File: config.mk
export PLATFORM = sky130hd
export DESIGN_NAME = bankers_safe_request_check_flat
export DESIGN_NICKNAME = d
export VERILOG_FILES = /design/src/rtl/core/bsrc_pkg.sv /design/src/rtl/core/bsrc_if.sv /design/src/rtl/core/bsrc_row_unit.sv /design/src/rtl/core/bankers_safe_request_check.sv /design/src/flat_wrapper.sv
export SDC_FILE = /design/constraint.sdc
export NUM_CORES = 2
export LEC_CHECK = 0
export BUFFER_PORTS_ARGS = -buffer_cell sky130_fd_sc_hd__clkbuf_2
export CAP_MARGIN = 30
export CORE_MARGIN = 5
export CORE_UTILIZATION = 55
export DETAILED_ROUTE_END_ITERATION = 6
export GPL_TIMING_DRIVEN = 0
export PLACE_DENSITY = 0.77
export SYNTH_ARGS = -nofsm -noshare
export SYNTH_HDL_FRONTEND = slang
export SYNTH_HIERARCHICAL = 1
export SYNTH_SLANG_ARGS = --single-unit
File: constraint.sdc
create_clock -name clock -period 7.4 [get_ports clock]
set_input_delay 1.48 -clock clock [delete_from_list [all_inputs] [get_ports clock]]
set_output_delay 1.48 -clock clock [all_outputs]
set_load 0.02 [all_outputs]
File: src/rtl/core/bsrc_pkg.sv
// bsrc_pkg: shared constants, codes and types of the safe request checker
// no dependencies; used by the channel interfaces, the row unit and the top level
package bsrc_pkg;

   localparam int NUM_PROCESSES_DEFAULT = 8;
   localparam int NUM_RESOURCES         = 3;
   localparam int CMD_W                 = 2;
   localparam int PROC_W                = 3;
   localparam int AMOUNT_W              = 8;
   localparam int WORK_W                = 12;
   localparam int STATUS_W              = 2;

   localparam logic [WORK_W-1:0] WORK_MAX = {WORK_W{1'b1}};

   typedef enum logic [CMD_W-1:0] {
      CMD_LOAD_ROW  = 2'd0,
      CMD_SET_AVAIL = 2'd1,
      CMD_REQUEST   = 2'd2
   } command_type;

   typedef enum logic [STATUS_W-1:0] {
      STATUS_OK       = 2'd0,
      STATUS_REFUSED  = 2'd1,
      STATUS_UNSAFE   = 2'd2,
      STATUS_OVER_MAX = 2'd3
   } status_type;

   typedef logic [AMOUNT_W-1:0] amount_type;
   typedef amount_type [NUM_RESOURCES-1:0] amount_vec_type;
   typedef logic [WORK_W-1:0] work_type;
   typedef work_type [NUM_RESOURCES-1:0] work_vec_type;

   // verdict of one row check in the safety scan
   typedef struct packed {
      logic         fits;
      work_vec_type work_sum;
   } row_result_type;

endpackage

File: src/rtl/core/bsrc_if.sv
// bsrc channel interfaces: request beats in, response beats out
// depends on bsrc_pkg for field widths
interface bsrc_req_if;
   logic                          valid;
   logic                          ready;
   logic [bsrc_pkg::CMD_W-1:0]    command;
   logic [bsrc_pkg::PROC_W-1:0]   process;
   logic [bsrc_pkg::AMOUNT_W-1:0] amount_0;
   logic [bsrc_pkg::AMOUNT_W-1:0] amount_1;
   logic [bsrc_pkg::AMOUNT_W-1:0] amount_2;
   logic [bsrc_pkg::AMOUNT_W-1:0] held_0;
   logic [bsrc_pkg::AMOUNT_W-1:0] held_1;
   logic [bsrc_pkg::AMOUNT_W-1:0] held_2;

   modport source (output valid, command, process, amount_0, amount_1, amount_2,
                   held_0, held_1, held_2, input ready);
   modport sink   (input valid, command, process, amount_0, amount_1, amount_2,
                   held_0, held_1, held_2, output ready);
endinterface

interface bsrc_rsp_if;
   logic                          valid;
   logic                          ready;
   logic                          granted;
   logic [bsrc_pkg::STATUS_W-1:0] status;

   modport source (output valid, granted, status, input ready);
   modport sink   (input valid, granted, status, output ready);
endinterface

File: src/rtl/core/bsrc_row_unit.sv
// bsrc_row_unit: shared row check of the safety scan
// need <= work for every resource, and the saturated sum work + alloc; uses bsrc_pkg
module bsrc_row_unit (
   input  bsrc_pkg::amount_vec_type need,
   input  bsrc_pkg::amount_vec_type alloc,
   input  bsrc_pkg::work_vec_type   work,
   output bsrc_pkg::row_result_type result
);

   logic [bsrc_pkg::WORK_W:0] sum [bsrc_pkg::NUM_RESOURCES];

   always_comb begin
      result.fits = 1'b1;
      for (int r = 0; r < bsrc_pkg::NUM_RESOURCES; r++) begin
         if (bsrc_pkg::WORK_W'(need[r]) > work[r]) begin
            result.fits = 1'b0;
         end
         sum[r] = {1'b0, work[r]} + (bsrc_pkg::WORK_W + 1)'(alloc[r]);
         // saturate at the top of the work range
         if (sum[r] > {1'b0, bsrc_pkg::WORK_MAX}) begin
            result.work_sum[r] = bsrc_pkg::WORK_MAX;
         end else begin
            result.work_sum[r] = sum[r][bsrc_pkg::WORK_W-1:0];
         end
      end
   end

endmodule

File: src/rtl/core/bankers_safe_request_check.sv
// bankers_safe_request_check: request checker with deadlock avoidance by safety scan
// depends on bsrc_pkg, bsrc_req_if / bsrc_rsp_if and bsrc_row_unit
//
//   channel   dir   beat contents                                        handshake
//   req_bus   in    command, process, amount_0..2, held_0..2             valid / ready
//   rsp_bus   out   granted, status                                      valid / ready
//
// load row and set available go from the exec state to done; a resource request that
// passes its range, need and available checks runs the safety scan before done:
// the safety scan checks one process row per cycle in the shared row unit, in passes
// over all rows, until every process is finished or a pass makes no progress
// reset clears the need and allocation tables, the available vector and the channels
// req_bus.ready is high only while the sequencer is idle; a response waiting on
// rsp_bus does not hold off the next request beat, only the handover of its result
module bankers_safe_request_check #(
   parameter int NUM_PROCESSES = bsrc_pkg::NUM_PROCESSES_DEFAULT
) (
   input  logic            clock,
   input  logic            reset,
   bsrc_req_if.sink        req_bus,
   bsrc_rsp_if.source      rsp_bus
);

   localparam int ROW_W = (NUM_PROCESSES > 1) ? $clog2(NUM_PROCESSES) : 1;
   localparam logic [ROW_W-1:0] LAST_ROW = ROW_W'(NUM_PROCESSES - 1);

   typedef enum logic [2:0] {
      ST_IDLE,
      ST_EXEC,
      ST_SCAN,
      ST_ROLLBACK,
      ST_DONE
   } state_type;

   // sequencer and captured request
   state_type                    state_ff, state_in;
   logic [bsrc_pkg::CMD_W-1:0]   cmd_ff, cmd_in;
   logic [bsrc_pkg::PROC_W-1:0]  proc_ff, proc_in;
   bsrc_pkg::amount_vec_type     amt_ff, amt_in;
   bsrc_pkg::amount_vec_type     held_ff, held_in;

   // banker state
   bsrc_pkg::amount_vec_type     need_ff [NUM_PROCESSES];
   bsrc_pkg::amount_vec_type     need_in [NUM_PROCESSES];
   bsrc_pkg::amount_vec_type     alloc_ff [NUM_PROCESSES];
   bsrc_pkg::amount_vec_type     alloc_in [NUM_PROCESSES];
   bsrc_pkg::amount_vec_type     avail_ff, avail_in;

   // safety scan scratch
   bsrc_pkg::work_vec_type       work_ff, work_in;
   logic [NUM_PROCESSES-1:0]     fin_ff, fin_in;
   logic [ROW_W-1:0]             ptr_ff, ptr_in;
   logic                         prog_ff, prog_in;

   // result waiting for the output register, and the output register itself
   logic                         res_granted_ff, res_granted_in;
   bsrc_pkg::status_type         res_status_ff, res_status_in;
   logic                         rsp_valid_ff, rsp_valid_in;
   logic                         rsp_granted_ff, rsp_granted_in;
   bsrc_pkg::status_type         rsp_status_ff, rsp_status_in;

   // row read port and shared row check
   logic                         in_range;
   logic [ROW_W-1:0]             proc_row;
   logic [ROW_W-1:0]             rd_row;
   bsrc_pkg::amount_vec_type     rd_need;
   bsrc_pkg::amount_vec_type     rd_alloc;
   bsrc_pkg::row_result_type     row_res;
   logic                         req_bad;
   logic                         load_bad;
   logic                         hit;

   assign req_bus.ready   = (state_ff == ST_IDLE);
   assign rsp_bus.valid   = rsp_valid_ff;
   assign rsp_bus.granted = rsp_granted_ff;
   assign rsp_bus.status  = rsp_status_ff;

   assign in_range = (int'(proc_ff) < NUM_PROCESSES);
   assign proc_row = in_range ? ROW_W'(proc_ff) : '0;
   assign rd_row   = (state_ff == ST_SCAN) ? ptr_ff : proc_row;
   assign rd_need  = need_ff[rd_row];
   assign rd_alloc = alloc_ff[rd_row];

   bsrc_row_unit u_row_unit (
      .need   (rd_need),
      .alloc  (rd_alloc),
      .work   (work_ff),
      .result (row_res)
   );

   always_comb begin
      req_bad  = 1'b0;
      load_bad = 1'b0;
      for (int r = 0; r < bsrc_pkg::NUM_RESOURCES; r++) begin
         if (amt_ff[r] > rd_need[r] || amt_ff[r] > avail_ff[r]) begin
            req_bad = 1'b1;
         end
         if (held_ff[r] > amt_ff[r]) begin
            load_bad = 1'b1;
         end
      end
   end

   assign hit = !fin_ff[ptr_ff] && row_res.fits;

   always_comb begin
      state_in       = state_ff;
      cmd_in         = cmd_ff;
      proc_in        = proc_ff;
      amt_in         = amt_ff;
      held_in        = held_ff;
      need_in        = need_ff;
      alloc_in       = alloc_ff;
      avail_in       = avail_ff;
      work_in        = work_ff;
      fin_in         = fin_ff;
      ptr_in         = ptr_ff;
      prog_in        = prog_ff;
      res_granted_in = res_granted_ff;
      res_status_in  = res_status_ff;
      rsp_granted_in = rsp_granted_ff;
      rsp_status_in  = rsp_status_ff;
      // response register drains on its own beat
      rsp_valid_in   = rsp_valid_ff && !rsp_bus.ready;

      unique case (state_ff)
         ST_IDLE: begin
            if (req_bus.valid) begin
               cmd_in     = req_bus.command;
               proc_in    = req_bus.process;
               amt_in[0]  = req_bus.amount_0;
               amt_in[1]  = req_bus.amount_1;
               amt_in[2]  = req_bus.amount_2;
               held_in[0] = req_bus.held_0;
               held_in[1] = req_bus.held_1;
               held_in[2] = req_bus.held_2;
               state_in   = ST_EXEC;
            end
         end

         ST_EXEC: begin
            res_granted_in = 1'b0;
            res_status_in  = bsrc_pkg::STATUS_REFUSED;
            state_in       = ST_DONE;
            case (cmd_ff)
               bsrc_pkg::CMD_SET_AVAIL: begin
                  avail_in       = amt_ff;
                  res_granted_in = 1'b1;
                  res_status_in  = bsrc_pkg::STATUS_OK;
               end
               bsrc_pkg::CMD_LOAD_ROW: begin
                  if (in_range) begin
                     if (load_bad) begin
                        res_status_in = bsrc_pkg::STATUS_OVER_MAX;
                     end else begin
                        for (int r = 0; r < bsrc_pkg::NUM_RESOURCES; r++) begin
                           alloc_in[proc_row][r] = held_ff[r];
                           need_in[proc_row][r]  = amt_ff[r] - held_ff[r];
                        end
                        res_granted_in = 1'b1;
                        res_status_in  = bsrc_pkg::STATUS_OK;
                     end
                  end
               end
               bsrc_pkg::CMD_REQUEST: begin
                  if (in_range && !req_bad) begin
                     // tentative grant, then scan from the reduced available vector
                     for (int r = 0; r < bsrc_pkg::NUM_RESOURCES; r++) begin
                        avail_in[r]           = avail_ff[r] - amt_ff[r];
                        alloc_in[proc_row][r] = rd_alloc[r] + amt_ff[r];
                        need_in[proc_row][r]  = rd_need[r] - amt_ff[r];
                        work_in[r]            = bsrc_pkg::WORK_W'(avail_ff[r] - amt_ff[r]);
                     end
                     fin_in   = '0;
                     ptr_in   = '0;
                     prog_in  = 1'b0;
                     state_in = ST_SCAN;
                  end
               end
               default: begin
                  // unused command: refused, nothing changes
               end
            endcase
         end

         ST_SCAN: begin
            if (hit) begin
               fin_in[ptr_ff] = 1'b1;
               work_in        = row_res.work_sum;
               prog_in        = 1'b1;
            end
            if (&fin_in) begin
               res_granted_in = 1'b1;
               res_status_in  = bsrc_pkg::STATUS_OK;
               state_in       = ST_DONE;
            end else if (ptr_ff == LAST_ROW) begin
               if (prog_ff || hit) begin
                  ptr_in  = '0;
                  prog_in = 1'b0;
               end else begin
                  // a full pass with no process able to finish: unsafe
                  state_in = ST_ROLLBACK;
               end
            end else begin
               ptr_in = ptr_ff + 1'b1;
            end
         end

         ST_ROLLBACK: begin
            for (int r = 0; r < bsrc_pkg::NUM_RESOURCES; r++) begin
               avail_in[r]           = avail_ff[r] + amt_ff[r];
               alloc_in[proc_row][r] = rd_alloc[r] - amt_ff[r];
               need_in[proc_row][r]  = rd_need[r] + amt_ff[r];
            end
            res_granted_in = 1'b0;
            res_status_in  = bsrc_pkg::STATUS_UNSAFE;
            state_in       = ST_DONE;
         end

         ST_DONE: begin
            if (!rsp_valid_ff || rsp_bus.ready) begin
               rsp_valid_in   = 1'b1;
               rsp_granted_in = res_granted_ff;
               rsp_status_in  = res_status_ff;
               state_in       = ST_IDLE;
            end
         end

         default: begin
            state_in = ST_IDLE;
         end
      endcase
   end

   always_ff @(posedge clock) begin
      if (reset) begin
         state_ff     <= ST_IDLE;
         rsp_valid_ff <= 1'b0;
         avail_ff     <= '0;
         for (int p = 0; p < NUM_PROCESSES; p++) begin
            need_ff[p]  <= '0;
            alloc_ff[p] <= '0;
         end
      end else begin
         state_ff     <= state_in;
         rsp_valid_ff <= rsp_valid_in;
         avail_ff     <= avail_in;
         need_ff      <= need_in;
         alloc_ff     <= alloc_in;
      end
      cmd_ff         <= cmd_in;
      proc_ff        <= proc_in;
      amt_ff         <= amt_in;
      held_ff        <= held_in;
      work_ff        <= work_in;
      fin_ff         <= fin_in;
      ptr_ff         <= ptr_in;
      prog_ff        <= prog_in;
      res_granted_ff <= res_granted_in;
      res_status_ff  <= res_status_in;
      rsp_granted_ff <= rsp_granted_in;
      rsp_status_ff  <= rsp_status_in;
   end

endmodule

File: src/flat_wrapper.sv
// flat-port wrapper written by rule: the top's interface ports become plain ports
module bankers_safe_request_check_flat 
#(
   parameter int NUM_PROCESSES = bsrc_pkg::NUM_PROCESSES_DEFAULT
)
  (clock, reset, req_bus_valid, req_bus_command, req_bus_process, req_bus_amount_0, req_bus_amount_1, req_bus_amount_2, req_bus_held_0, req_bus_held_1, req_bus_held_2, req_bus_ready, rsp_bus_valid, rsp_bus_granted, rsp_bus_status, rsp_bus_ready);
  bsrc_req_if req_bus_i ();
  bsrc_rsp_if rsp_bus_i ();
  input  logic clock;
  input  logic reset;
  input wire logic [$bits(req_bus_i.valid)-1:0] req_bus_valid;
  input wire logic [$bits(req_bus_i.command)-1:0] req_bus_command;
  input wire logic [$bits(req_bus_i.process)-1:0] req_bus_process;
  input wire logic [$bits(req_bus_i.amount_0)-1:0] req_bus_amount_0;
  input wire logic [$bits(req_bus_i.amount_1)-1:0] req_bus_amount_1;
  input wire logic [$bits(req_bus_i.amount_2)-1:0] req_bus_amount_2;
  input wire logic [$bits(req_bus_i.held_0)-1:0] req_bus_held_0;
  input wire logic [$bits(req_bus_i.held_1)-1:0] req_bus_held_1;
  input wire logic [$bits(req_bus_i.held_2)-1:0] req_bus_held_2;
  output wire logic [$bits(req_bus_i.ready)-1:0] req_bus_ready;
  output wire logic [$bits(rsp_bus_i.valid)-1:0] rsp_bus_valid;
  output wire logic [$bits(rsp_bus_i.granted)-1:0] rsp_bus_granted;
  output wire logic [$bits(rsp_bus_i.status)-1:0] rsp_bus_status;
  input wire logic [$bits(rsp_bus_i.ready)-1:0] rsp_bus_ready;
  assign req_bus_i.valid = req_bus_valid;
  assign req_bus_i.command = req_bus_command;
  assign req_bus_i.process = req_bus_process;
  assign req_bus_i.amount_0 = req_bus_amount_0;
  assign req_bus_i.amount_1 = req_bus_amount_1;
  assign req_bus_i.amount_2 = req_bus_amount_2;
  assign req_bus_i.held_0 = req_bus_held_0;
  assign req_bus_i.held_1 = req_bus_held_1;
  assign req_bus_i.held_2 = req_bus_held_2;
  assign req_bus_ready = req_bus_i.ready;
  assign rsp_bus_valid = rsp_bus_i.valid;
  assign rsp_bus_granted = rsp_bus_i.granted;
  assign rsp_bus_status = rsp_bus_i.status;
  assign rsp_bus_i.ready = rsp_bus_ready;
  bankers_safe_request_check #(.NUM_PROCESSES(NUM_PROCESSES)) u_core (.clock(clock), .reset(reset), .req_bus(req_bus_i), .rsp_bus(rsp_bus_i));
endmodule
=== Word-level counts from Yosys, hierarchy flattened ===
Cells that the tools add are included.

* Muxes and demuxes: 98
* Reduce and logical (&&, ||, !) cells: 27
* Shifts and indexed selects: 0
* Eq/ne operators: 21
* Div/mod/pow operators: 0
* Add/sub/neg operators: 28
* Bitwise logic cells: 3
* Magnitude comparators: 20
* $mul: 0

{| class="wikitable"
|+ Operators by type and width
! kind !! number
|-
| $bwmux W192 || 18
|-
| $pmux W192 S2 || 4
|-
| $mux W192 || 4
|-
| $demux W24 S3 || 3
|-
| $bmux W24 S3 || 2
|-
| $mux W24 || 6
|-
| $mux W36 || 3
|-
| $pmux W24 S2 || 2
|-
| $sub A8 B8 Y8 || 12
|-
| $add A8 B8 Y8 || 9
|-
| $gt A8 B8 Y1 || 9
|-
| $pmux W36 S2 || 1
|-
| $mux W8 || 5
|-
| $add A12 B8 Y13 || 3
|-
| $gt A13 B12 Y1 const B || 3
|-
| $mux W3 || 13
|-
| $gt A8 B12 Y1 || 3
|-
| $mux W12 || 3
|-
| $sub A8 B8 Y9 || 3
|-
| $mux W1 || 21
|-
| $mux W16 || 1
|-
| $pmux W8 S2 || 1
|-
| $ne A3 B3 Y1 const B || 5
|-
| $pmux W3 S5 || 1
|-
| other kinds (35) || 62
|}

* Latch bits: 0
* RAM bits: 0
* Register bits after elaboration: 519
* Input bits: 57
* Logic and storage cells: 268
* Memories kept: 0
* Output and inout port bits: 5
* Bits in read-only memories: 0

=== Depth between registers and ports, before layout ===
* Depth in word-level cells: 16
* Gate-level depth with buffers: 24
* Mapped depth without buffers: 20

=== Hierarchy ===
Netlist, hierarchy kept.

{| class="wikitable"
|+ Modules (own cells, without submodules)
! module !! cells each !! sequential area each (um^2) !! times used !! area each (um^2)
|-
| bankers_safe_request_check || 3150 || 11461.0 || 1 || 28543.6
|-
| bsrc_row_unit || 295 || 0.0 || 1 || 2083.2
|}

=== Least setup slack after synthesis ===
Ideal clock, no wire load.

* Path kind: flip-flop to flip-flop
* Start: register u_core.state_ff[2]
* End: register u_core.res_granted_ff, enable pin
* Setup time: 0.354 ns
* Data required time: 7.046 ns
* Slack: 1.316 ns
* Clock period less this slack: 6.084 ns
* Path buffers: 4
* Arrival: 5.730 ns
* Cell stages (with the launch flop): 21
* Path through: dfxtp_1 > buf_2 > nor3b_4 > mux2i_2 > buf_2 > buf_1 > clkbuf_1 > mux4_2 > mux2_2 > ha_1 > a21oi_1 > nor2_1 > a211oi_1 > a21oi_1 > nor4_1 > nor2b_1 > a31o_2 > a32oi_1 > or4_1 > a211o_1 > a211oi_1

{| class="wikitable"
|+ RTL lines
! item !! line !! text
|-
| start, declared || bankers_safe_request_check.sv:36 || <nowiki>state_type state_ff, state_in;</nowiki>
|-
| start signal, assigned || bankers_safe_request_check.sv:245 || <nowiki>state_ff <= state_in;</nowiki>
|-
| end signal, assigned || bankers_safe_request_check.sv:259 || <nowiki>res_granted_ff <= res_granted_in;</nowiki>
|-
| end, declared || bankers_safe_request_check.sv:56 || <nowiki>logic res_granted_ff, res_granted_in;</nowiki>
|}

==> impl_summary.txt <==
----------------------------------------------------
[STA]
  Final number of setup-violating endpoints ... 0
  Fraction of the cycle the final worst path needs ... 97.9%
  Total negative slack ... 0 ns
  Pins Over Slew Limit ... 0
  Maximum clock frequency ... 138 MHz
  Transition at the pin with the smallest max-transition slack ... 1.21 ns
  Worst clock skew on the final layout ... 0.0269 ns
  Setup repair after global routing missed its margin ... false
  Final number of hold-violating endpoints ... 0
  Worst slew margin ... 19.0%
  Final WS setup ... 0.154 ns
  Minimum period implied by the final worst setup slack ... 7.25 ns

[Die]
  Total I/O pin count ... 62
  Core outline area ... 55100 sq um
  Horizontal die dimension ... 246 um
  Area of the die ... 60500 sq um
  Starting density of the core ... 55.6%
  Number of placement rows ... 86
  Height of the chip ... 246 um

[Synthesis]
  Count of cell types in the netlist ... 75
  Synthesized instance count ... 3445
  Net Count, Synth ... 3738
  Synth area leader ... sky130_fd_sc_hd__dfxtp_1
  Avg Inst Size Synth ... 8.89 sq um
  Number of synthesized flops with an enable pin ... 107
  Async S/R FF share, synth ... 0%
  Count of warnings emitted by yosys ... 6
  Share of synthesized area occupied by flip-flops and latches ... 37.4%
  Dominant synthesized flop cell ... sky130_fd_sc_hd__dfxtp_1
  Main area contributors after synthesis ... sky130_fd_sc_hd__dfxtp_1 27%, sky130_fd_sc_hd__edfxtp_1 10%, sky130_fd_sc_hd__ha_1 8.7%
  Post-synthesis register bit count ... 519
  Synthesized cell area ... 30600 sq um
  Share of Yosys cell area claimed by the top area cell type ... 26.9%

[Clocking]
  Total clock buffers created by CTS ... 53
  Number of clock sinks ... 519
  H-tree depth ... 2
  Maximum root-to-sink buffer count ... 3
  Insertion delay of the later-clocked pin in the worst-skew pair ... 0.63 ns
  Clock-pin slew on the worst setup and hold paths ... 0.06 ns
  CTS tree ... yes
  Root buffer cell ... sky130_fd_sc_hd__clkbuf_16

[Setup path]
  Worst Path Buf+Inv ... 4
  Startpoint of the worst-slack reg-to-reg timing path ... u_core/state_ff[1]
  Cells along the critical path ... nor3b_4 -> mux2i_4 -> buf_2 -> buf_2 -> clkbuf_1 -> buf_8 -> mux4_2 -> mux2_2 -> ha_1 -> nand4_1 -> o21ai_0 -> a311oi_1 -> nor4_4 -> nor2b_1 -> a31o_2 -> a32oi_1 -> or4_1 -> a211o_1 -> a211oi_1
  Cell with the biggest individual delay on the critical path ... sky130_fd_sc_hd__nor4_4
  Longest individual stage delay on the worst path ... 0.59 ns
  Data arrival time of the critical path ... 7.50 ns
  Worst-path fanout max ... 10
  Worst setup path startpoint ... u_core/state_ff[1]
  Kind of end point of the critical path ... register
  Cell mode on critical path ... sky130_fd_sc_hd__buf_2
  Critical path required time ... 7.65 ns
  Category of cells accounting for the largest share of critical-path delay ... simple AND/OR/NAND/NOR gates
  Number of cell instances on the worst register-to-register path ... 19
  Worst-case register-to-register setup slack ... 0.15 ns
  Logic depth of the worst path, buffers included ... 19
  Worst setup path endpoint ... u_core/res_status_ff[1]
  Worst reg2reg endpoint ... u_core/res_status_ff[1]
  Sort of element at the start of the critical path ... register
  Type of the setup path with the least slack ... reg -> reg

[Placement]
  Routability-driven placement congestion ratio ... 1.01
  Number of port buffers ... 61
  Count of placed standard cells including taps ... 4277
  Pre-CTS setup slack ... -0.417 ns
  Half-perimeter wire length of the detailed placement result ... 80.9 mm
  Total placed instance area ... 32100 sq um

[Route]
  Average wire length per cell after detail routing ... 24.4 um
  Total wire length after detailed routing ... 107 mm
  Length of the first detailed-routing pass in iterations ... 6
  Via count ... 27.4k
  Initial DRC count ... 3215
  Antenna Violating Nets Remaining ... 0
  Via density per instance ... 6.25
  Total DRC errors in the routed layout ... 0

[Layout]
  Most frequent cells in the layout ... 482 x sky130_fd_sc_hd__nand2_1, 414 x sky130_fd_sc_hd__nor2_1, 412 x sky130_fd_sc_hd__dfxtp_1
  Number of nets in the layout ... 3882
  Antenna Cells ... 0
  Final Instance Area ... 33900 sq um
  Final standard cell count with taps included and fillers excluded ... 4378
  Fraction of layout instances using a drive strength above 1 ... 11.1%
  Post-synthesis to final-layout area growth ... 10.7%
  Most common cell after layout, fill and taps aside ... sky130_fd_sc_hd__nand2_1

[GRT]
  Remaining Overflow, GRT ... 0
  GRT met3 Usage ... 6.78%
  M1 GR Usage ... 45.7%
  Number of global-route vias before repair ... 25.8k
  Number of antenna violations at the first check in global routing ... 1
  Pin count of the biggest net entering global routing ... 54
  Global-route wire length before repair ... 158 mm
  GR met2 Demand/Resource ... 53.7%
  Global-route layer with the greatest usage ... met2
  Global Route Usage Sum ... 34.1%

[Pwr]
  Total chip power ... 6.57 mW
  Leakage dissipation ... 12.9 nW
  Highest ir drop seen on vdd ... 221 uV
  Net Sw Power ... 1.81 mW
  Power share of the combinational group ... 13.5%
  Cell Int Power ... 4.76 mW
  Clock share of power ... 41.2%
  Power density normalized to cell area ... 194 nW/um^2
  Switching part of the total ... 27.5%
  Flop pwr share ... 45.3%

[Run]
  Number of max-cap violations ... 0

[Min path]
  Startpoint of the most critical hold path ... u_core/res_status_ff[1]
  Type of the worst min-delay path ... reg -> reg

[Run status]
  Outcome ... completed

----------------------------------------------------
per-layer routing:
metal / vias to the layer above / share of wire [%]
met4: 2 / 5.4
met3: 313 / 11
met5: - / 0.011
met1: 13138 / 40
li1: 12461 / -
met2: 1442 / 44
power by group through the flow:
stage	Sequential (mW)	Clock, mW	Combinational [mW]
after global placement	3.04	0	0.811
after detailed placement	3.04	0	0.845
after CTS	2.97	2.74	0.849
final	2.98	2.71	0.886
after floorplan	3.01	0	0.534
after global routing	2.98	2.85	0.932
logic make-up after synthesis:
logic type / share of synthesized area [%]
simple gates: 15.8
buf+inv: 5.02
xor+xnor: 3.37
flops: 37.4
fa+ha+maj: 10.2
compound gates: 17.6
mux: 10.5
worst register-to-register path, cell delays in order (launching register included):
cell                       delay, ns
sky130_fd_sc_hd__dfxtp_1        0.44
sky130_fd_sc_hd__nor3b_4        0.33
sky130_fd_sc_hd__mux2i_4        0.43
sky130_fd_sc_hd__buf_2          0.42
sky130_fd_sc_hd__buf_2          0.38
sky130_fd_sc_hd__clkbuf_1       0.47
sky130_fd_sc_hd__buf_8          0.23
sky130_fd_sc_hd__mux4_2         0.38
sky130_fd_sc_hd__mux2_2         0.40
sky130_fd_sc_hd__ha_1           0.36
sky130_fd_sc_hd__nand4_1        0.11
sky130_fd_sc_hd__o21ai_0        0.28
sky130_fd_sc_hd__a311oi_1       0.15
sky130_fd_sc_hd__nor4_4         0.59
sky130_fd_sc_hd__nor2b_1        0.32
sky130_fd_sc_hd__a31o_2         0.20
sky130_fd_sc_hd__a32oi_1        0.06
sky130_fd_sc_hd__or4_1          0.54
sky130_fd_sc_hd__a211o_1        0.32
sky130_fd_sc_hd__a211oi_1       0.48
worst min path at each step:
stage | endpoint | slack, ns | cells past startpoint
detailed placement | u_core/rsp_bus.status[1] | 0.40 | 0
finish | u_core/rsp_bus.status[1] | 0.42 | 0
CTS | u_core/rsp_bus.status[1] | 0.42 | 0
global route | u_core/rsp_bus.status[0] | 0.44 | 0
floorplan | u_core/rsp_bus.granted | 0.40 | 0
global placement | u_core/rsp_bus.status[1] | 0.40 | 0
state kept, by name (all words and copies together), names as in the netlist:
name / flops
u_core/res_granted_ff: 1
u_core/ptr_ff: 3
u_core/rsp_bus.status: 2
u_core/cmd_ff: 2
u_core/rsp_bus.granted: 1
u_core/fin_ff: 8
u_core/need_ff: 192
u_core/rsp_bus.valid: 1
u_core/res_status_ff: 2
u_core/alloc_ff: 192
u_core/prog_ff: 1
u_core/avail_ff: 24
u_core/state_ff: 3
u_core/work_ff: 36
u_core/proc_ff: 3
u_core/amt_ff: 24
u_core/held_ff: 24
cells in the mapped netlist, types with 5 or more instances:
library cell / count
sky130_fd_sc_hd__nor3b_1: 5
sky130_fd_sc_hd__a221oi_1: 12
sky130_fd_sc_hd__dfxtp_1: 412
sky130_fd_sc_hd__nor2b_1: 38
sky130_fd_sc_hd__o21ai_1: 6
sky130_fd_sc_hd__a2111oi_0: 7
sky130_fd_sc_hd__inv_1: 172
sky130_fd_sc_hd__a21o_1: 16
sky130_fd_sc_hd__o41ai_1: 7
sky130_fd_sc_hd__nor4_1: 8
sky130_fd_sc_hd__a21oi_1: 341
sky130_fd_sc_hd__fa_1: 24
sky130_fd_sc_hd__and3_1: 10
sky130_fd_sc_hd__o311ai_0: 7
sky130_fd_sc_hd__a32oi_1: 7
sky130_fd_sc_hd__edfxtp_1: 107
sky130_fd_sc_hd__mux2_2: 49
sky130_fd_sc_hd__nand3_1: 42
sky130_fd_sc_hd__a211oi_1: 192
sky130_fd_sc_hd__o31a_1: 7
sky130_fd_sc_hd__buf_2: 59
sky130_fd_sc_hd__a31oi_1: 11
sky130_fd_sc_hd__ha_1: 212
sky130_fd_sc_hd__o21a_1: 17
sky130_fd_sc_hd__buf_1: 18
sky130_fd_sc_hd__nand2_1: 483
sky130_fd_sc_hd__nor2_1: 414
sky130_fd_sc_hd__nand4_1: 10
sky130_fd_sc_hd__o22ai_1: 10
sky130_fd_sc_hd__nand2b_1: 41
sky130_fd_sc_hd__or3_1: 20
sky130_fd_sc_hd__clkbuf_1: 133
sky130_fd_sc_hd__o211ai_1: 17
sky130_fd_sc_hd__xor2_1: 34
sky130_fd_sc_hd__o21bai_1: 36
sky130_fd_sc_hd__nor3_1: 33
sky130_fd_sc_hd__mux2i_1: 59
sky130_fd_sc_hd__o21ai_0: 91
sky130_fd_sc_hd__a41oi_1: 5
sky130_fd_sc_hd__and2_1: 17
sky130_fd_sc_hd__o31ai_1: 29
sky130_fd_sc_hd__xnor2_1: 76
sky130_fd_sc_hd__mux4_2: 91
stage by stage:
stage | hold slack (ns) | util, %
after global placement | 0.405 | 57.8
after floorplan | 0.400 | -
after global routing | 0.444 | 61.6
final | 0.418 | 61.6
after CTS | 0.417 | 61.4
after detailed placement | 0.405 | 58.3
cell type report:
class	instances	area (sq um)
plain buffers	213	900
clock buffers	81	1590
clock inverters	15	155
fillers	4834	21200
inverters	173	649
multi-input cells	2540	17700
flip-flops and latches	519	11500
well taps	748	936
repair buffers	89	553
timing repair:
item	CTS	global route
hold buffers	0	0
setup buffers	0	2
pin swaps	0	1
setup endpoints to repair	268	179
resized for setup	3	11
Power figures use the tool's default switching activity.
